`config.mk`:
```
export PLATFORM = sky130hd
export DESIGN_NAME = lbr_ctrl
export DESIGN_NICKNAME = d
export VERILOG_FILES = /design/src/design/lbr_pkg.sv /design/src/design/lbr_ctrl.sv
export SDC_FILE = /design/constraint.sdc
export NUM_CORES = 1
export LEC_CHECK = 0
export ABC_CLOCK_PERIOD_IN_PS = 800
export BUFFER_PORTS_ARGS = -buffer_cell sky130_fd_sc_hd__buf_2
export CORE_AREA = 2 2 39 41
export DETAILED_ROUTE_END_ITERATION = 10
export DIE_AREA = 0 0 41 43
export GPL_TIMING_DRIVEN = 0
export PLACE_DENSITY = 0.35
export SYNTH_ARGS = -nofsm -noshare
export SYNTH_HDL_FRONTEND = slang
export SYNTH_SLANG_ARGS = --single-unit
```
`constraint.sdc`:
```
create_clock -name aclk -period 0.8 [get_ports aclk]
set_input_delay 0.12 -clock aclk [delete_from_list [all_inputs] [get_ports aclk]]
set_output_delay 0.12 -clock aclk [all_outputs]
set_load 0.05 [all_outputs]
```
`src/design/lbr_pkg.sv`:
```
// Package for the LSB-first bit reader: store geometry, request layout,
// action codes and controller-to-datapath command types. No dependencies.
`default_nettype none

package lbr_pkg;

    // Must be a power of two (16 .. 1048576); positions wrap by masking.
    localparam int STORE_BYTES = 4096;
    localparam int STORE_AW    = $clog2(STORE_BYTES);
    localparam int NUM_BANKS   = 8;
    localparam int BANK_SEL_W  = 3;
    localparam int ROW_AW      = STORE_AW - BANK_SEL_W;
    localparam int BANK_ROWS   = STORE_BYTES / NUM_BANKS;

    localparam int IN_W  = 56;
    localparam int OUT_W = 64;

    localparam logic [2:0] ACT_LOAD      = 3'd0;
    localparam logic [2:0] ACT_GET       = 3'd1;
    localparam logic [2:0] ACT_ADV_BITS  = 3'd2;
    localparam logic [2:0] ACT_ADV_BYTES = 3'd3;
    localparam logic [2:0] ACT_ALIGN     = 3'd4;
    localparam logic [2:0] ACT_REWIND    = 3'd5;

    typedef struct packed {
        logic [5:0]  pad;
        logic [15:0] skip_count;
        logic        advance_after;
        logic [1:0]  width_select;
        logic [7:0]  get_count;
        logic [7:0]  load_byte;
        logic [11:0] load_address;
        logic [2:0]  action;
    } in_item_t;

    typedef struct packed {
        logic take;     // request accepted this cycle
        logic in_top;   // low bytes are in, ninth byte being read
        logic top_hold; // ninth byte stays addressed until the result loads
        logic finish;   // result register loads this cycle
    } lbr_cmd_t;

    typedef struct packed {
        logic is_get;
    } lbr_status_t;

endpackage

`default_nettype wire

```
`src/design/lbr_ctrl.sv`:
```
// Controller for the LSB-first bit reader: request sequencing and result valid.
// Depends on lbr_pkg.
`default_nettype none

module lbr_ctrl (
    input  wire logic                aclk,
    input  wire logic                aresetn,
    input  wire logic                s_tvalid,
    output logic                     s_tready,
    output logic                     m_tvalid,
    input  wire logic                m_tready,
    input  wire lbr_pkg::lbr_status_t status,
    output lbr_pkg::lbr_cmd_t        cmd
);
    import lbr_pkg::*;

    localparam logic [1:0] ST_IDLE = 2'd0;
    localparam logic [1:0] ST_TOP  = 2'd1;
    localparam logic [1:0] ST_OUT  = 2'd2;

    logic [1:0] state_reg, state_next;
    logic       out_valid_reg, out_valid_next;

    assign s_tready     = aresetn && (state_reg == ST_IDLE);
    assign m_tvalid     = out_valid_reg;
    assign cmd.take     = s_tvalid && s_tready;
    assign cmd.in_top   = (state_reg == ST_TOP);
    assign cmd.top_hold = (state_reg == ST_OUT);
    assign cmd.finish   = (state_reg == ST_OUT) && (!out_valid_reg || m_tready);

    always_comb begin
        state_next = state_reg;
        case (state_reg)
            ST_IDLE: begin
                if (cmd.take && status.is_get) begin
                    state_next = ST_TOP;
                end
            end
            ST_TOP: begin
                state_next = ST_OUT;
            end
            ST_OUT: begin
                if (cmd.finish) begin
                    state_next = ST_IDLE;
                end
            end
            default: begin
                state_next = ST_IDLE;
            end
        endcase
    end

    always_comb begin
        out_valid_next = out_valid_reg;
        if (cmd.finish) begin
            out_valid_next = 1'b1;
        end else if (m_tready) begin
            out_valid_next = 1'b0;
        end
    end

    always_ff @(posedge aclk) begin
        if (!aresetn) begin
            state_reg     <= ST_IDLE;
            out_valid_reg <= 1'b0;
        end else begin
            state_reg     <= state_next;
            out_valid_reg <= out_valid_next;
        end
    end

endmodule

`default_nettype wire

```
==> flow_results.org <==
** Placed design
- Placer Congestion :: about 0.59
- Cell area reported after detailed placement :: 264 um^2
- Quantity of I/O buffers inserted on ports :: 10

** Global routing
- Total congestion overflow after global routing :: 0
- Vias in the first global route :: 185
- In the global route stage, met2 resource usage came out at 0.0750.
- Wire length of the first global-routing pass :: 669 um
- The number of antenna violations at the first check in global routing came to 0.
- Entering global routing, the biggest net connects 6 pins.
- met2 is the most crowded layer.
- For this run, global-route usage on met3 was measured as 0.0366.
- In the global route stage, overall resource usage came out at 0.0601.
- Met1 usage :: 0.0637

** Timing
- Final critical path time including I/O delays and setup :: 1.19 ns
- Derived from the worst setup path, the maximum achievable clock frequency is 844 MHz.
- Measured against its own limit, the worst slew margin works out to 0.911.
- Between clock sinks in the finished design, the worst skew comes to 0.000606 ns.
- Setup violations remaining at the end of the flow were counted as 7.
- Setup repair after global routing could not meet its margin everywhere.
- The final max-slew violation count is 0.
- Final WS setup :: -0.385 ns
- Tightest Pin Transition :: ~0.13 ns
- Final worst hold slack :: 0.152 ns
- Number of endpoints with negative hold slack in the final report :: 0
- In the finished design, the share of the clock period the worst path needs comes to 1.48.

** Floorplan
- The initial utilization of the core area, before any placement, comes to 0.115.
- Chip Height :: 43 um
- Core area :: 1380 um^2
- Area of the die :: approximately 1800 um^2
- Horizontal extent of the die :: 41 um
- Site Rows :: 14
- 11 I/O pins were placed.

** Detailed routing
- The final route contains 167 vias.
- The routed design has 381 um of wire.
- Post-route DRC violation count :: 0
- Number of vias per cell :: ~3.6
- Post-detailed-route count of antenna-violating nets :: 0
- Number of DRC markers in iteration 0 :: 3
- Average wire per cell in the routed design :: 8.11 um
- Detailed-routing iteration count for the pre-antenna-repair pass :: 3

** Worst setup path
- Maximum fanout along the worst path :: 4
- R2R depth :: 2
- CP Data Arrival Time :: 1.07 ns
- The worst setup path is launched from a register.
- Category of the critical setup timing path :: reg -> out
- The worst setup path is captured at a primary output.
- Data required, critical path :: 0.68 ns
- Tracing the worst setup path back leads to its startpoint at state_reg[0]$_SDFFE_PN0P_.
- Launch point of the worst reg-to-reg path :: state_reg[1]$_SDFFE_PN0P_
- Register-to-Register Setup Slack :: -0.01 ns

** Yosys
- Area of the mapped netlist :: 159 um^2
- The synthesized design contains 3 register bits.
- Most frequently used cell type in the post-synthesis netlist :: sky130_fd_sc_hd__dfxtp_1
- In this run the mean area of a mapped cell was about 9.3 um^2.
- Fraction of registers with async set or reset after synthesis :: 0
- Biggest area consumer among synthesized cells :: sky130_fd_sc_hd__dfxtp_1
- Top flip-flop cell by instance count after synthesis :: sky130_fd_sc_hd__dfxtp_1
- Seq/Total Area, Yosys :: 0.378
- The cell count after synthesis came out at 17.
- Synth unique cells :: 12
- The share of synthesized area in the top cell type comes to 0.378.
- Counting every net in the synthesized netlist gives 22.
- The synthesized design contains 0 enable-type register cells.
- By area the synthesized netlist is led by sky130_fd_sc_hd__dfxtp_1, sky130_fd_sc_hd__buf_4, sky130_fd_sc_hd__and2_1.
- By count the netlist is led by sky130_fd_sc_hd__dfxtp_1, sky130_fd_sc_hd__and2_1, sky130_fd_sc_hd__buf_4, sky130_fd_sc_hd__nand2b_1.
- Yosys warns :: 0

** Min path
- WHS Path Cells :: 2
- Hold Crit Class :: in -> reg
- Hold path startpoint :: aresetn

** Final layout
- Final non-filler cell area :: approximately 350 um^2
- Number of filler cells placed in the layout :: 155
- Ratio of cells with drive above 1 in the final layout :: 0.806
- For this run, the share of the core covered by cells in the final layout is 0.254.
- Multi-input gate area in the final layout :: 105 um^2
- The area growth from synthesis to layout is 121%.
- Final-stage net count :: 37
- 0 antenna diodes ended up in the layout.
- The sequential cells in the finished layout cover a total of 71.3 um^2.
- The register with the most flip-flops in the layout has 2 of them.

** Clock network
- CTS tree :: built
- CTS saw 3 sinks.
- Number of buffers added by the clock tree synthesis step :: 3
- Clock-pin slew was measured on the worst setup and hold paths at 0.04 ns.
- H-tree levels :: 1
- Master cell of the clock root buffer :: sky130_fd_sc_hd__clkbuf_4
- Buffers inserted to repair hold after CTS numbered 0.
- Number of buffers on the longest clock path :: 2
- Worst-Skew Late Latency :: 0.23 ns

** Power and ir drop
- IR analysis of the VDD net gives a maximum drop of 0.628 mV.
- In this run the static leakage power is 0.150 nW.
- Total chip power :: ~0.55 mW
- Areal power density over the cells :: roughly 1600 nW/um^2

** Outcome
- Violated checks :: negative setup slack
- The flow ran to the end, but the final reports show violations.

** Flow run
- Across the run, the number of max-cap violations was 0.
==> layout make-up <==
class                      count  share of cell area
inverter                       1              0.0214
buffer                         1              0.0214
sequential                     3               0.203
timing repair buffer          11               0.324
tap                           16              0.0569
clock buffer                   4              0.0747
multi-input combinational     11               0.299
==> routing by layer <==
layer	wire length, um	vias up	part of all wire
met5	0	-	0
met4	0	0	0
met3	51	0	0.13
met2	188	9	0.49
met1	141	75	0.37
li1	-	83	-
==> repair_timing <==
item                                    4_1_cts  5_1_grt
buffers inserted                              1        0
endpoints found under the setup margin        7        7
pin swaps                                     1        1
resized for setup                            16        5
==> worst max-delay path: stages (launching register included) <==
cell and delay [ns]:
sky130_fd_sc_hd__dfxtp_4 0.35, sky130_fd_sc_hd__nand2b_4 0.13, sky130_fd_sc_hd__clkinvlp_4 0.07, sky130_fd_sc_hd__and2_4 0.13, sky130_fd_sc_hd__buf_8 0.14
==> cell usage in the layout, fill, tap and decap left out <==
| cell type | n |
|---|---|
| sky130_fd_sc_hd__nand2b_1 | 1 |
| sky130_fd_sc_hd__nand2b_4 | 1 |
| sky130_fd_sc_hd__buf_8 | 5 |
| sky130_fd_sc_hd__dfxtp_4 | 3 |
| sky130_fd_sc_hd__clkinvlp_4 | 1 |
| sky130_fd_sc_hd__and3_4 | 1 |
| sky130_fd_sc_hd__a21boi_0 | 1 |
| sky130_fd_sc_hd__nor2b_2 | 1 |
| sky130_fd_sc_hd__o21a_1 | 1 |
| sky130_fd_sc_hd__buf_2 | 4 |
| sky130_fd_sc_hd__and4bb_1 | 1 |
| sky130_fd_sc_hd__buf_6 | 1 |
| sky130_fd_sc_hd__buf_4 | 2 |
| sky130_fd_sc_hd__and4_1 | 1 |
| sky130_fd_sc_hd__clkbuf_1 | 1 |
| sky130_fd_sc_hd__clkbuf_4 | 3 |
| sky130_fd_sc_hd__nor2_4 | 1 |
| sky130_fd_sc_hd__and2_4 | 2 |
==> final timing paths <==
check                              endpoint
setup / recovery                     cmd[0]
hold / removal    state_reg[1]$_SDFFE_PN0P_
setup reg to reg  state_reg[1]$_SDFFE_PN0P_
hold reg to reg       m_tvalid$_SDFFE_PN0P_
==> where the power goes <==
part | switching (mW) | total [mW] | internal (mW)
Combinational | 0.0687 | 0.134 | 0.0658
Clock | 0.0754 | 0.262 | 0.187
Sequential | 0.00654 | 0.155 | 0.149
==> kinds of logic (layout without fill, tap and decap cells) <==
kind of cell / after synthesis / after routing / synth area share
AOI/OAI and AO/OA: 2 / 2 / 0.0945
DFF: 3 / 3 / 0.378
and+or+nand+nor: 9 / 9 / 0.409
buffers and inverters: 3 / 17 / 0.118
==> through the flow <==
stage	cells	worst slack, ns	TNS [ns]
after global routing	47	-0.438	-2.10
after detailed placement	43	-0.304	-1.04
after CTS	47	-0.389	-1.87
final	47	-0.385	-1.77
after floorplan	17	-0.387	-0.531
after global placement	43	-0.298	-0.998
Note: power is estimated with default switching activity, not from simulation.
